File: config.mk
export PLATFORM = sky130hd
export DESIGN_NAME = led_matrix_scan_pwm_rotate
export DESIGN_NICKNAME = d
export VERILOG_FILES = /design/src/hw/rtl/lmsr_pkg.sv /design/src/hw/rtl/lmsr_copy.sv /design/src/hw/rtl/lmsr_scan.sv /design/src/hw/rtl/led_matrix_scan_pwm_rotate.sv
export VERILOG_INCLUDE_DIRS = /design/src /design/src/hw/rtl
export SDC_FILE = /design/constraint.sdc
export NUM_CORES = 1
export LEC_CHECK = 0
export BUFFER_PORTS_ARGS = -buffer_cell sky130_fd_sc_hd__buf_4
export CAP_MARGIN = 25
export CORE_MARGIN = 4
export CORE_UTILIZATION = 45
export CTS_BUF_LIST = sky130_fd_sc_hd__clkbuf_8
export CTS_CLUSTER_SIZE = 24
export DETAILED_ROUTE_END_ITERATION = 8
export GPL_ROUTABILITY_DRIVEN = 1
export MAX_ROUTING_LAYER = met4
export PLACE_DENSITY_LB_ADDON = 0.1
export SETUP_SLACK_MARGIN = 0.2
export SYNTH_ARGS = -nofsm -noshare
export SYNTH_HDL_FRONTEND = slang
export SYNTH_HIERARCHICAL = 1
export SYNTH_SLANG_ARGS = --single-unit
File: constraint.sdc
create_clock -name clk_i -period 2.8 [get_ports clk_i]
set_input_delay 0.56 -clock clk_i [delete_from_list [all_inputs] [get_ports clk_i]]
set_output_delay 0.56 -clock clk_i [all_outputs]
set_load 0.01 [all_outputs]
File: src/hw/rtl/led_matrix_scan_pwm_rotate_macros.svh
// Assertion macros shared by the LED matrix scanner RTL.
// Expects clk_i and rst_ni in the scope where a macro is used.
`ifndef LED_MATRIX_SCAN_PWM_ROTATE_MACROS_SVH
`define LED_MATRIX_SCAN_PWM_ROTATE_MACROS_SVH

// checked only out of reset
`define LMSR_ASSERT(lbl, prop, msg) \
  lbl: assert property (@(posedge clk_i) disable iff (!rst_ni) (prop)) else $error(msg);

// checked at every edge, reset included
`define LMSR_ASSERT_ALWAYS(lbl, prop, msg) \
  lbl: assert property (@(posedge clk_i) (prop)) else $error(msg);

`endif

File: src/hw/rtl/lmsr_pkg.sv
// Package for the LED matrix scanner: item types, codes, remap tables.
// No dependencies.
`timescale 1ns / 1ps

package lmsr_pkg;

  localparam logic OP_TICK  = 1'b0;
  localparam logic OP_WRITE = 1'b1;

  localparam logic [1:0] REG_ROTATION   = 2'd0;
  localparam logic [1:0] REG_AUTO_OFF   = 2'd1;
  localparam logic [1:0] REG_MIN_LEVEL  = 2'd2;

  localparam logic [1:0] ROT_0   = 2'd0;
  localparam logic [1:0] ROT_90  = 2'd1;
  localparam logic [1:0] ROT_180 = 2'd2;
  localparam logic [1:0] ROT_270 = 2'd3;

  localparam logic [7:0] MAX_BRIGHTNESS = 8'd15;
  localparam logic [3:0] PWM_LAST       = 4'd8;
  localparam logic [3:0] COPY_ROW       = 4'd8;

  // source bit i goes to destination bit X[i]
  localparam logic [2:0] SWAP_DST   [8] = '{3'd7, 3'd5, 3'd4, 3'd6, 3'd0, 3'd3, 3'd1, 3'd2};
  localparam logic [2:0] MIRROR_DST [8] = '{3'd2, 3'd1, 3'd3, 3'd0, 3'd6, 3'd4, 3'd5, 3'd7};
  localparam logic [2:0] PERM_STD   [8] = '{3'd0, 3'd5, 3'd3, 3'd1, 3'd2, 3'd4, 3'd7, 3'd6};
  localparam logic [2:0] PERM_180   [8] = '{3'd7, 3'd2, 3'd4, 3'd6, 3'd5, 3'd3, 3'd0, 3'd1};

  typedef logic [7:0][7:0] row_arr_t;

  typedef struct packed {
    logic       op;
    logic [2:0] row_index;
    logic [7:0] row_data;
    logic [7:0] light;
  } in_item_t;

  typedef struct packed {
    logic [7:0] row_enable;
    logic [7:0] column_data;
  } out_item_t;

  typedef struct packed {
    logic [1:0] rotation;
    logic       auto_brightness_off;
    logic [2:0] min_level;
  } cfg_t;

  function automatic logic [7:0] remap_bits(input logic [7:0] v, input logic mirror);
    logic [7:0] o;
    o = '0;
    for (int i = 0; i < 8; i++) begin
      if (v[i]) begin
        o[mirror ? MIRROR_DST[i] : SWAP_DST[i]] = 1'b1;
      end
    end
    return o;
  endfunction

endpackage

File: src/hw/rtl/lmsr_copy.sv
// Frame-to-display copy network: rotation, row permutation, bit swap or mirror.
// Depends on lmsr_pkg.
`timescale 1ns / 1ps

module lmsr_copy (
  input  lmsr_pkg::row_arr_t frame_i,
  input  logic [1:0]         rotation_i,
  output lmsr_pkg::row_arr_t display_o
);
  import lmsr_pkg::*;

  row_arr_t   turned;
  row_arr_t   src;
  logic       mirror;
  logic       quarter;

  assign quarter = (rotation_i == ROT_90) || (rotation_i == ROT_270);
  assign mirror  = (rotation_i == ROT_90) || (rotation_i == ROT_180);

  // transpose; 90 deg reads source bit r, 270 deg reads bit 7-r
  always_comb begin
    for (int r = 0; r < 8; r++) begin
      for (int c = 0; c < 8; c++) begin
        turned[r][c] = frame_i[c][(rotation_i == ROT_90) ? 3'(r) : 3'(7 - r)];
      end
    end
  end

  assign src = quarter ? turned : frame_i;

  always_comb begin
    for (int r = 0; r < 8; r++) begin
      display_o[r] = remap_bits(src[(rotation_i == ROT_180) ? PERM_180[r] : PERM_STD[r]],
                                mirror);
    end
  end

endmodule

File: src/hw/rtl/lmsr_scan.sv
// Scan state: frame and display stores, row/pwm counters, brightness.
// Depends on lmsr_pkg and lmsr_copy.
`timescale 1ns / 1ps

module lmsr_scan (
  input  logic                clk_i,
  input  logic                rst_ni,
  input  logic                step_i,
  input  lmsr_pkg::in_item_t  item_i,
  input  lmsr_pkg::cfg_t      cfg_i,
  output lmsr_pkg::out_item_t res_o
);
  import lmsr_pkg::*;

  row_arr_t   frame_q, frame_d;
  row_arr_t   disp_q, disp_d;
  row_arr_t   disp_next;
  logic [3:0] scan_row_q, scan_row_d;
  logic [3:0] pwm_q, pwm_d;
  logic [7:0] bright_q, bright_d;
  logic       copy_tick;
  logic [4:0] floor_v;
  logic [7:0] light_b;
  logic [7:0] b_raw;
  logic [7:0] b_new;

  lmsr_copy u_copy (
    .frame_i    (frame_q),
    .rotation_i (cfg_i.rotation),
    .display_o  (disp_next)
  );

  assign copy_tick = scan_row_q >= COPY_ROW;

  // wraps: 1 - light/16 in 8 bits
  assign floor_v = 5'({2'b00, cfg_i.min_level} * 5'd3);
  assign light_b = 8'd1 - {4'b0000, item_i.light[7:4]};
  assign b_raw   = cfg_i.auto_brightness_off ? MAX_BRIGHTNESS : light_b;
  assign b_new   = (b_raw < {3'b000, floor_v}) ? {3'b000, floor_v} : b_raw;

  always_comb begin
    frame_d    = frame_q;
    disp_d     = disp_q;
    scan_row_d = scan_row_q;
    pwm_d      = pwm_q;
    bright_d   = bright_q;
    if (step_i) begin
      if (item_i.op == OP_WRITE) begin
        frame_d[item_i.row_index] = item_i.row_data;
      end else if (copy_tick) begin
        disp_d     = disp_next;
        bright_d   = b_new;
        scan_row_d = '0;
        pwm_d      = '0;
      end else if (pwm_q >= PWM_LAST) begin
        pwm_d      = '0;
        scan_row_d = scan_row_q + 4'd1;
      end else begin
        pwm_d = pwm_q + 4'd1;
      end
    end
  end

  always_comb begin
    if (copy_tick) begin
      res_o = '0;
    end else begin
      res_o.row_enable  = 8'd1 << scan_row_q[2:0];
      res_o.column_data = (pwm_q < bright_q[3:0]) ? disp_q[scan_row_q[2:0]] : 8'd0;
    end
  end

  always_ff @(posedge clk_i or negedge rst_ni) begin
    if (!rst_ni) begin
      frame_q    <= '0;
      disp_q     <= '0;
      scan_row_q <= '0;
      pwm_q      <= '0;
      bright_q   <= MAX_BRIGHTNESS;
    end else begin
      frame_q    <= frame_d;
      disp_q     <= disp_d;
      scan_row_q <= scan_row_d;
      pwm_q      <= pwm_d;
      bright_q   <= bright_d;
    end
  end

endmodule

File: src/hw/rtl/led_matrix_scan_pwm_rotate.sv
// 8x8 LED matrix row scanner with PWM gating and rotate-on-copy. One item
// can be taken every clock cycle unless the input is stalled: an accepted item
// sits in an input register until it advances, is applied to the scan state
// by a single combinational pass, and a tick's row/column result lands in the
// output register as the tick leaves the input register. Row writes give no
// result. Throughput is set by that single update pass; the input side stalls
// only while a tick waits behind a held output. The frame, display and config
// stores are flip-flops cleared by reset; no start-up sweep.
// Depends on lmsr_pkg, lmsr_scan, lmsr_copy and the assertion macro header.
`timescale 1ns / 1ps

module led_matrix_scan_pwm_rotate (
  input  logic                clk_i,
  input  logic                rst_ni,
  input  logic                in_valid_i,
  output logic                in_stall_o,
  input  lmsr_pkg::in_item_t  in_data_i,
  output logic                out_valid_o,
  input  logic                out_stall_i,
  output lmsr_pkg::out_item_t out_data_o,
  input  logic                cfg_we_i,
  input  logic [1:0]          cfg_index_i,
  input  logic [2:0]          cfg_data_i
);
  import lmsr_pkg::*;
  `include "led_matrix_scan_pwm_rotate_macros.svh"

  cfg_t      cfg_q, cfg_d;
  logic      s1_valid_q, s1_valid_d;
  in_item_t  s1_q;
  logic      out_valid_q, out_valid_d;
  out_item_t out_q;
  out_item_t res;
  logic      out_free;
  logic      advance;
  logic      emit;

  always_comb begin
    cfg_d = cfg_q;
    if (cfg_we_i) begin
      unique case (cfg_index_i)
        REG_ROTATION:  cfg_d.rotation            = cfg_data_i[1:0];
        REG_AUTO_OFF:  cfg_d.auto_brightness_off = cfg_data_i[0];
        REG_MIN_LEVEL: cfg_d.min_level           = cfg_data_i;
        default:       cfg_d = cfg_q;
      endcase
    end
  end

  assign out_free   = !out_valid_q || !out_stall_i;
  assign advance    = s1_valid_q && ((s1_q.op == OP_WRITE) || out_free);
  assign emit       = advance && (s1_q.op == OP_TICK);
  assign in_stall_o = s1_valid_q && !advance;
  assign s1_valid_d = in_stall_o ? s1_valid_q : in_valid_i;

  always_comb begin
    out_valid_d = out_valid_q;
    if (emit) begin
      out_valid_d = 1'b1;
    end else if (!out_stall_i) begin
      out_valid_d = 1'b0;
    end
  end

  lmsr_scan u_scan (
    .clk_i  (clk_i),
    .rst_ni (rst_ni),
    .step_i (advance),
    .item_i (s1_q),
    .cfg_i  (cfg_q),
    .res_o  (res)
  );

  always_ff @(posedge clk_i or negedge rst_ni) begin
    if (!rst_ni) begin
      cfg_q       <= '0;
      s1_valid_q  <= 1'b0;
      out_valid_q <= 1'b0;
    end else begin
      cfg_q       <= cfg_d;
      s1_valid_q  <= s1_valid_d;
      out_valid_q <= out_valid_d;
    end
  end

  always_ff @(posedge clk_i) begin
    if (in_valid_i && !in_stall_o) begin
      s1_q <= in_data_i;
    end
    if (emit) begin
      out_q <= res;
    end
  end

  assign out_valid_o = out_valid_q;
  assign out_data_o  = out_q;

  `LMSR_ASSERT(a_stall_needs_item, in_stall_o |-> s1_valid_q, "input stalled with empty stage")
  `LMSR_ASSERT(a_tick_emits, emit |=> out_valid_q, "tick transfer produced no result")
  `LMSR_ASSERT(a_dark_on_copy, (out_valid_q && out_q.row_enable == 8'd0) |-> (out_q.column_data == 8'd0), "columns driven with no row")
  `LMSR_ASSERT(a_row_onehot, out_valid_q |-> $onehot0(out_q.row_enable), "more than one row enabled")
  `LMSR_ASSERT_ALWAYS(a_reset_empty, !rst_ni |=> (!out_valid_q && !s1_valid_q), "pipeline not empty in reset")

endmodule

==> impl_results.md, run 1 <==
- Core ar.: 23,700 um2
- Yosys warns: 6
- Least-Margin Pin Slew: 963 ps
- DR WL/cell: slightly below 20 um
- Clk buf depth: 2
- Hold Path Class: primary input to register
- Switch share: 0.405
- CP top delay family: adder cells
- Multi-input gate area: approximately 5900 um2
- Setup_tns: 0 ps
- Via count: 8,261
- RSZ-0062 raised after global routing: no
- Register Area: between 4000 and 5000 um2
- Most frequent CP cell: ha_1
- Largest net degree at the start of global routing: 66
- Cell Rows: 56
- Syn nets: about 1.1k
- Fin. max-slew vios: 0
- Final setup fails: 0
- Critical Path End Type: register
- DR pass1 iterations: 7
- Detail Route Antenna Nets: 0
- F_max: 403 MHz
- Worst reg2reg endpoint: u_scan/bright_q[0]
- Antenna violations before repair: 0
- Reg power frac: 0.394
- Worst r2r src: cfg_q[1]
- Post-route cell area: 12,100 um2
- Vias in the first global route: 7,747
- Total GRT Usage: 0.221
- Avg Cell Area, Syn: 10.2 um2
- Critical Path AT: between 2000 and 3000 ps
- # DRC: 0
- Fillers: 2,251
- Hold Crit Start: in_data_i[12]
- First-pass GRT wire length: ~45 mm
- Clock share of power: 0.174
- Critical path class: register to register
- Worst Skew: ~14 ps
- Hold endpoint: s1_q[12]
- Worst-Skew Late Latency: between 400 and 500 ps
- Max IR drop VDD: about 370 uV
- Slowest stage delay, CP: 540 ps
- Status: complete, no violations
- Cts bufs inserted: 17
- Worst reg-to-reg setup slack: ~320 ps
- Port Buffer Count: 43
- CTS root buf: clkbuf_8
- Crit path buf inv count: 1
- Tcrit/Tclk final: 0.885
- Area delta synth->final: 10.3%
- Worst hold stages: 1
- Reg2Reg Depth: 8
- Final Critical Period: 2480 ps
- CTS tree: built
- Commonest non-fill, non-tap cell in the layout: nand2_1
- LEAKAGE: around 5.3 nW
- Slew HR: 0.358
- ANT cells: 0
- Final #Nets: roughly 1.1k
- PD cells: a little over 800 nW/um2
- Crit path required time: roughly 3200 ps
- Logic pwr share: 0.431
- H-Tree Level Count: 4
- Synth Cell Area: 10,900 um2
- Internal power: 5.88 mW
- Placement Cell Area: 11,600 um2
- HPWL Detailed: a little over 20 mm
- IO Pins: 48
- Max cap viols: 0
- Grt total ovfl: 0
- Switching Power: roughly 4.0 mW
- Worst-path fanout max: 6
- Chip width: 164 um
- Routability cong.: 0.884
- Vias per cell: just under 6
- Initial cell density of the core: 0.462
- Crit start category: register
- Clock sinks: 180
- Most frequent cells in the layout: 265 x nand2_1, 143 x dfrtp_1, 96 x mux2_2
- Critical path's slowest cell: fa_2
- Gate Count Post-Synth: around 1.1k
- Reg clk slew, reported paths: roughly 100 ps
- CP cell instances: ha_1 > fa_2 > inv_1 > ha_1 > nand2_1 > or4_4 > and2_4 > o311ai_2
- Fin. Hold Viols: 0
- Die Ht: 164 um
- 1st-iter DRT viols: between 600 and 700
- Share of layout cells above drive strength 1: 0.234
- Routed WL: around 28 mm
- Die area: 26,900 um2
## per-layer routing
layer / GRT usage / wire, um / up-vias
met5: - / 0 / -
met4: 0.0465 / 275 / 0
met1: 0.345 / 14600 / 4111
met2: 0.313 / 12400 / 185
li1: - / - / 3945
met3: 0.0211 / 1090 / 20
## through the flow
stage | total power, mW | hold slack, ps | utilization | setup slack [ps] | std cells
2_1_floorplan | 6.84 | 264 | - | 450 | 1074
3_3_place_gp | 8.05 | 453 | 0.490 | 326 | 1391
3_5_place_dp | 8.08 | 457 | 0.490 | 285 | 1391
4_1_cts | 9.85 | 237 | 0.507 | 271 | 1424
5_1_grt | 10.5 | 234 | 0.510 | 198 | 1427
6_report | 9.88 | 272 | 0.510 | 322 | 1427
## flip-flops by register name (all words and copies together), names as in the netlist
register	flops
u_scan/disp_q	64
u_scan/frame_q	64
out_data_o	16
s1_q	16
cfg_q	6
u_scan/bright_q	4
u_scan/pwm_q	4
u_scan/scan_row_q	4
out_valid_o	1
s1_valid_q	1
## timing repair
item,CTS,global route
gates resized for setup,0,9
endpoints found under the hold margin,33,0
setup endpoints to repair,0,25
hold buffers,1,0
buffers inserted,0,3
## power by group through the flow
stage	sequential (mW)	clock, mW	combinational [mW]
2_1_floorplan	3.66	0	3.17
3_3_place_gp	3.93	0	4.12
6_report	3.90	1.72	4.26
3_5_place_dp	3.95	0	4.13
4_1_cts	3.89	1.78	4.18
5_1_grt	3.99	1.89	4.66
## worst max-delay path by stage
stage / start / to / slack, ps / depth (start not counted)
after floorplan: cfg_q[1] / u_scan/bright_q[0] / 450 / 8
after global placement: cfg_q[5] / u_scan/disp_q[44] / 330 / 10
after detailed placement: cfg_q[5] / u_scan/disp_q[44] / 280 / 10
after CTS: cfg_q[5] / u_scan/disp_q[44] / 270 / 10
after global routing: cfg_q[1] / u_scan/bright_q[0] / 200 / 8
final: cfg_q[1] / u_scan/bright_q[0] / 320 / 8
## cell type report
| class | count | share of cell area |
|---|---|---|
| clock buffer | 17 | 0.0194 |
| clock inverter | 15 | 0.0117 |
| inverter | 27 | 0.00840 |
| multi-input combinational | 794 | 0.487 |
| sequential | 180 | 0.387 |
| tap | 319 | 0.0331 |
| timing repair buffer | 75 | 0.0534 |
Power figures use the tool's default switching activity.
==> run 2, diff against run 1 <==
CTS_BUF_LIST = unset   (was sky130_fd_sc_hd__clkbuf_8)
clock period = 3.02 ns   (was 2.8 ns; I/O delays follow)
==> run 2 against run 1 <==
Sequential share of layout area is 0.33 points lower. Critical endpoint is now u_scan/disp_q[37]. Clock power is 32% higher. Worst hold slack worse by 140 ps. Fmax decreased by 3.5%. Largest cell class unchanged. Utilization is 0.43 points higher. Largest power group unchanged.
==> impl_results.md, run 2 (synthesized netlist as in run 1, its figures left out) <==
- Max IR drop VDD: 412 uV (was 375 uV)
- ANT cells: 0 (unchanged)
- Largest net degree at the start of global routing: 65 (was 66)
- Setup_tns: 0 ps (unchanged)
- First-pass GRT wire length: 45.4 mm (was 45.1 mm)
- Biggest regs: u_scan/disp_q x64, u_scan/frame_q x64 (unchanged)
- Clock sinks: 180 (unchanged)
- Final Critical Period: 2570 ps (was 2480 ps)
- Most frequent cells in the layout: 265 x nand2_1, 144 x dfrtp_1, 96 x mux2_2 (was 265 x nand2_1, 143 x dfrtp_1, 96 x mux2_2)
- CTS tree: built (unchanged)
- H-Tree Level Count: 4 (unchanged)
- Critical Path End Type: register (unchanged)
- Slowest stage delay, CP: 500 ps (was 540 ps)
- Die area: 26,900 um2 (unchanged)
- HPWL Detailed: 20.2 mm (was 20.5 mm)
- Detail Route Antenna Nets: 0 (unchanged)
- RSZ-0062 raised after global routing: no (unchanged)
- 1st-iter DRT viols: 658 (was 669)
- CP cell instances: ha_2 > nor2_2 > buf_4 > nand2_1 > a32oi_1 > mux2_2 > nand2_1 > nand2_1 (was ha_1 > fa_2 > inv_1 > ha_1 > nand2_1 > or4_4 > and2_4 > o311ai_2)
- # resized after CTS: 0 (unchanged)
- LEAKAGE: 5.32 nW (was 5.28 nW)
- Most frequent CP cell: nand2_1 (was ha_1)
- Max cap viols: 0 (unchanged)
- Final setup fails: 0 (unchanged)
- DR pass1 iterations: 5 (was 7)
- Vias in the first global route: 7,786 (was 7,747)
- Core ar.: 23,700 um2 (unchanged)
- Commonest non-fill, non-tap cell in the layout: nand2_1 (unchanged)
- Critical Path AT: 2930 ps (was 2850 ps)
- Worst-Skew Late Latency: 430 ps (was 460 ps)
- Tcrit/Tclk final: 0.851 (was 0.885)
- Chip width: 164 um (unchanged)
- Routed WL: 28.0 mm (was 28.3 mm)
- Grt total ovfl: 0 (unchanged)
- Reg clk slew, reported paths: 80 ps (was 100 ps)
- Least-Margin Pin Slew: 980 ps (was 963 ps)
- Fin. Hold Viols: 0 (unchanged)
- Worst-path fanout max: 18 (was 6)
- Area delta synth->final: 11.2% (was 10.3%)
- Initial cell density of the core: 0.462 (unchanged)
- DR WL/cell: 19.8 um (was 19.9 um)
- Worst Skew: 13.0 ps (was 14.1 ps)
- Routability cong.: 0.906 (was 0.884)
- Via count: 8,189 (was 8,261)
- Core Util, Final: 0.514 (was 0.510)
- Total GRT Usage: 0.222 (was 0.221)
- Hold-fix buffers, CTS: 0 (was 1)
- Crit start category: register (unchanged)
- IO Pins: 48 (unchanged)
- CTS root buf: clkbuf_16 (was clkbuf_8)
- # DRC: 0 (unchanged)
- PD cells: 803 nW/um2 (was 819 nW/um2)
- Cts bufs inserted: 17 (unchanged)
- Critical path class: register to register (unchanged)
- Hold Path Class: primary input to asynchronous set/reset pin (was primary input to register)
- Status: complete, no violations (unchanged)
- Slew HR: 0.346 (was 0.358)
- Port Buffer Count: 43 (unchanged)
- Share of layout cells above drive strength 1: 0.224 (was 0.234)
- F_max: 389 MHz (was 403 MHz)
- Final #Nets: 1,135 (was 1,147)
- Cell Rows: 56 (unchanged)
- Clk buf depth: 2 (unchanged)
- Crit path buf inv count: 1 (unchanged)
- CP top delay family: simple AND/OR/NAND/NOR gates (was adder cells)
- Antenna violations before repair: 0 (unchanged)
- Crit path required time: 3390 ps (was 3170 ps)
- Die Ht: 164 um (unchanged)
- Fin. max-slew vios: 0 (unchanged)
- Vias per cell: 5.79 (about the same)
- Postcts setup bufs: 0 (unchanged)
- Critical path's slowest cell: nor2_2 (was fa_2)
==> run 2: final cells by class <==
type                            count  area, um2
Fill cell                        2195      11500
Multi-Input combinational cell    794       5830
Sequential cell                   180       4670
Timing Repair Buffer               63        564
Clock buffer                       17        425
Tap cell                          319        399
Clock inverter                     15        180
Inverter                           27        101
==> run 2: power by group <==
group | leakage (nW) | switching (mW) | total [mW] | internal [mW]
clock network | 0.291 | 1.08 | 2.27 | 1.19
registers | 2.20 | 0.593 | 3.62 | 3.03
logic | 2.84 | 2.10 | 3.88 | 1.77
==> run 2: layer usage <==
layer,GRT usage,wire (um),part of all wire,up-vias
li1,-,-,-,3920
met1,0.342,14400,0.51,4066
met2,0.312,12200,0.43,180
met3,0.0238,1110,0.040,23
met4,0.0564,363,0.013,0
met5,-,0,0,-
==> run 2: final timing paths <==
path | start | depth (start not counted) | slack, ps | end
worst max-delay path | cfg_q[4] | 8 | 450 | u_scan/disp_q[37]
worst min-delay path | rst_ni | 1 | 130 | u_scan/disp_q[11]
worst max register to register | cfg_q[4] | 8 | 450 | u_scan/disp_q[37]
worst min register to register | u_scan/disp_q[54] | 2 | 470 | u_scan/disp_q[54]
max in group asynchronous | rst_ni | 2 | 2130 | u_scan/bright_q[2]
min in group clk_i | in_data_i[10] | 1 | 350 | s1_q[10]
==> run 2: per-stage QoR <==
step / power (mW) / hold WS, ps / instances / cell area, um2 / setup WS, ps
after floorplan: 6.34 / 308 / 1074 / 10900 / 670
after global placement: 7.43 / 452 / 1383 / 11600 / 536
after detailed placement: 7.46 / 457 / 1383 / 11600 / 493
after CTS: 9.78 / 158 / 1415 / 12200 / 484
after global routing: 10.4 / 175 / 1415 / 12200 / 282
final: 9.77 / 134 / 1415 / 12200 / 451
==> run 3, diff against run 2 <==
GPL_TIMING_DRIVEN = 0   (was unset)
PLACE_DENSITY_LB_ADDON = unset   (was 0.1)
==> run 3 against run 2 <==
Largest power group unchanged. Fmax decreased by 1.2%. Global-route usage increased by 4.0 points. Critical endpoint is now u_scan/disp_q[31]. Non-clock buffer count increased by 55. Routed wire length increased by 19%.
==> impl_results.md, run 3 (synthesized netlist as in run 1, its figures left out) <==
- Worst Skew: 11.7 ps (was 13.0 ps)
- Total GRT Usage: 0.262 (was 0.222)
- Die Ht: 164 um (unchanged)
- Worst-path fanout max: 10 (was 18)
- Critical Path End Type: register (unchanged)
- Postcts setup bufs: 0 (unchanged)
- Max cap viols: 0 (unchanged)
- Detail Route Antenna Nets: 0 (unchanged)
- Hold Path Class: primary input to asynchronous set/reset pin (unchanged)
- PD cells: 816 nW/um2 (was 803 nW/um2)
- Routability cong.: 0.976 (was 0.906)
- Routed WL: 33.2 mm (was 28.0 mm)
- DR pass1 iterations: 5 (unchanged)
- Cts bufs inserted: 17 (unchanged)
- # DRC: 0 (unchanged)
- Area delta synth->final: 12.5% (was 11.2%)
- H-Tree Level Count: 4 (unchanged)
- Final Critical Period: 2600 ps (was 2570 ps)
- Fin. Hold Viols: 0 (unchanged)
- Cell Rows: 56 (unchanged)
- Most frequent cells in the layout: 266 x nand2_1, 144 x dfrtp_1, 96 x mux2_2 (was 265 x nand2_1, 144 x dfrtp_1, 96 x mux2_2)
- Slew HR: 0.439 (was 0.346)
- Antenna violations before repair: 0 (unchanged)
- Crit path to: u_scan/disp_q[31] (was u_scan/disp_q[37])
- First-pass GRT wire length: 51.5 mm (was 45.4 mm)
- Core ar.: 23,700 um2 (unchanged)
- Vias in the first global route: 8,441 (was 7,786)
- ANT cells: 0 (unchanged)
- LEAKAGE: 5.44 nW (was 5.32 nW)
- Least-Margin Pin Slew: 841 ps (was 980 ps)
- CTS root buf: clkbuf_16 (unchanged)
- Clk buf depth: 2 (unchanged)
- Max IR drop VDD: 374 uV (was 412 uV)
- Commonest non-fill, non-tap cell in the layout: nand2_1 (unchanged)
- Vias per cell: 5.87 (was 5.79)
- Hold-fix buffers, CTS: 0 (unchanged)
- Share of layout cells above drive strength 1: 0.228 (was 0.224)
- F_max: 384 MHz (was 389 MHz)
- Reg clk slew, reported paths: 80 ps (about the same)
- Final #Nets: 1,190 (was 1,135)
- Final setup fails: 0 (unchanged)
- WHS: 130 ps (was 134 ps)
- Tcrit/Tclk final: 0.861 (was 0.851)
- Reg2Reg Depth: 10 (was 8)
- Critical path class: register to register (unchanged)
- Initial cell density of the core: 0.462 (unchanged)
- Chip width: 164 um (unchanged)
- Grt total ovfl: 0 (unchanged)
- Via count: 8,635 (was 8,189)
- Fin. max-slew vios: 0 (unchanged)
- Worst reg-to-reg setup slack: 420 ps (was 450 ps)
- 1st-iter DRT viols: 863 (was 658)
- Crit start category: register (unchanged)
- Port Buffer Count: 43 (unchanged)
- Largest net degree at the start of global routing: 89 (was 65)
- Die area: 26,900 um2 (unchanged)
- Worst r2r src: cfg_q[5] (was cfg_q[4])
- Crit path launch: cfg_q[5] (was cfg_q[4])
- Fillers: 2,254 (was 2,195)
- Core Util, Final: 0.520 (was 0.514)
- Worst-Skew Late Latency: 440 ps (was 430 ps)
- Clock sinks: 180 (unchanged)
- DR WL/cell: 22.6 um (was 19.8 um)
- Biggest regs: u_scan/disp_q x64, u_scan/frame_q x64 (unchanged)
- Status: complete, no violations (unchanged)
- IO Pins: 48 (unchanged)
- HPWL Detailed: 25.4 mm (was 20.2 mm)
- Worst reg2reg endpoint: u_scan/disp_q[31] (was u_scan/disp_q[37])
- Crit path required time: 3350 ps (was 3390 ps)
- Setup_tns: 0 ps (unchanged)
- Critical Path AT: 2930 ps (about the same)
- CTS tree: built (unchanged)
- RSZ-0062 raised after global routing: no (unchanged)
[run 3: how the worst min path moves through the flow]
stage,depth (start not counted),start,endpoint,slack [ps]
after global placement,2,u_scan/disp_q[16],u_scan/disp_q[16],450
final,1,rst_ni,u_scan/disp_q[7],130
after global routing,1,rst_ni,u_scan/disp_q[10],190
after detailed placement,2,u_scan/disp_q[43],u_scan/disp_q[43],460
after CTS,1,rst_ni,u_scan/disp_q[10],160
after floorplan,0,rst_ni,cfg_q[0],310
[run 3: report_power, final]
group,switching [mW],internal [mW],leakage (nW),total [mW]
registers,0.593,3.03,2.20,3.62
clock network,1.06,1.17,0.290,2.24
logic,2.39,1.80,2.96,4.19
[run 3: cell type report]
type	count	area (um2)	area share
multi-input combinational	794	5820	0.472
sequential	180	4670	0.379
clock buffer	17	425	0.0346
tap	319	399	0.0324
buffer	73	370	0.0301
timing repair buffer	45	369	0.0300
clock inverter	15	161	0.0131
inverter	27	101	0.00823
[run 3: through the flow]
stage	std cells	worst slack [ps]	area (um2)	power (mW)
after floorplan	1074	670	10900	6.34
after global placement	1436	366	11700	7.69
after detailed placement	1438	381	11700	7.73
after CTS	1470	389	12300	9.99
after global routing	1470	212	12300	10.6
final	1470	419	12300	10.0
[run 3: critical path: stages, from the launching register on]
cell      delay [ps]
dfrtp_1          440
inv_1            100
ha_1             210
buf_4            220
buf_4            230
buf_2            250
a21oi_1           60
a221oi_1         530
o221ai_1         250
nand2_1          130
nand2_1           50
[run 3: what timing repair did]
action | CTS | global route
gates resized for setup | 0 | 1
hold endpoints to repair | 0 | 0
setup endpoints to repair | 0 | 4
[run 3: layer usage]
layer  GRT usage  up-vias  share of wire
met4      0.0797        0          0.027
met2       0.392      330           0.45
met3      0.0339       49          0.063
li1            -     4037              -
met5           -        -              0
met1       0.374     4219           0.46
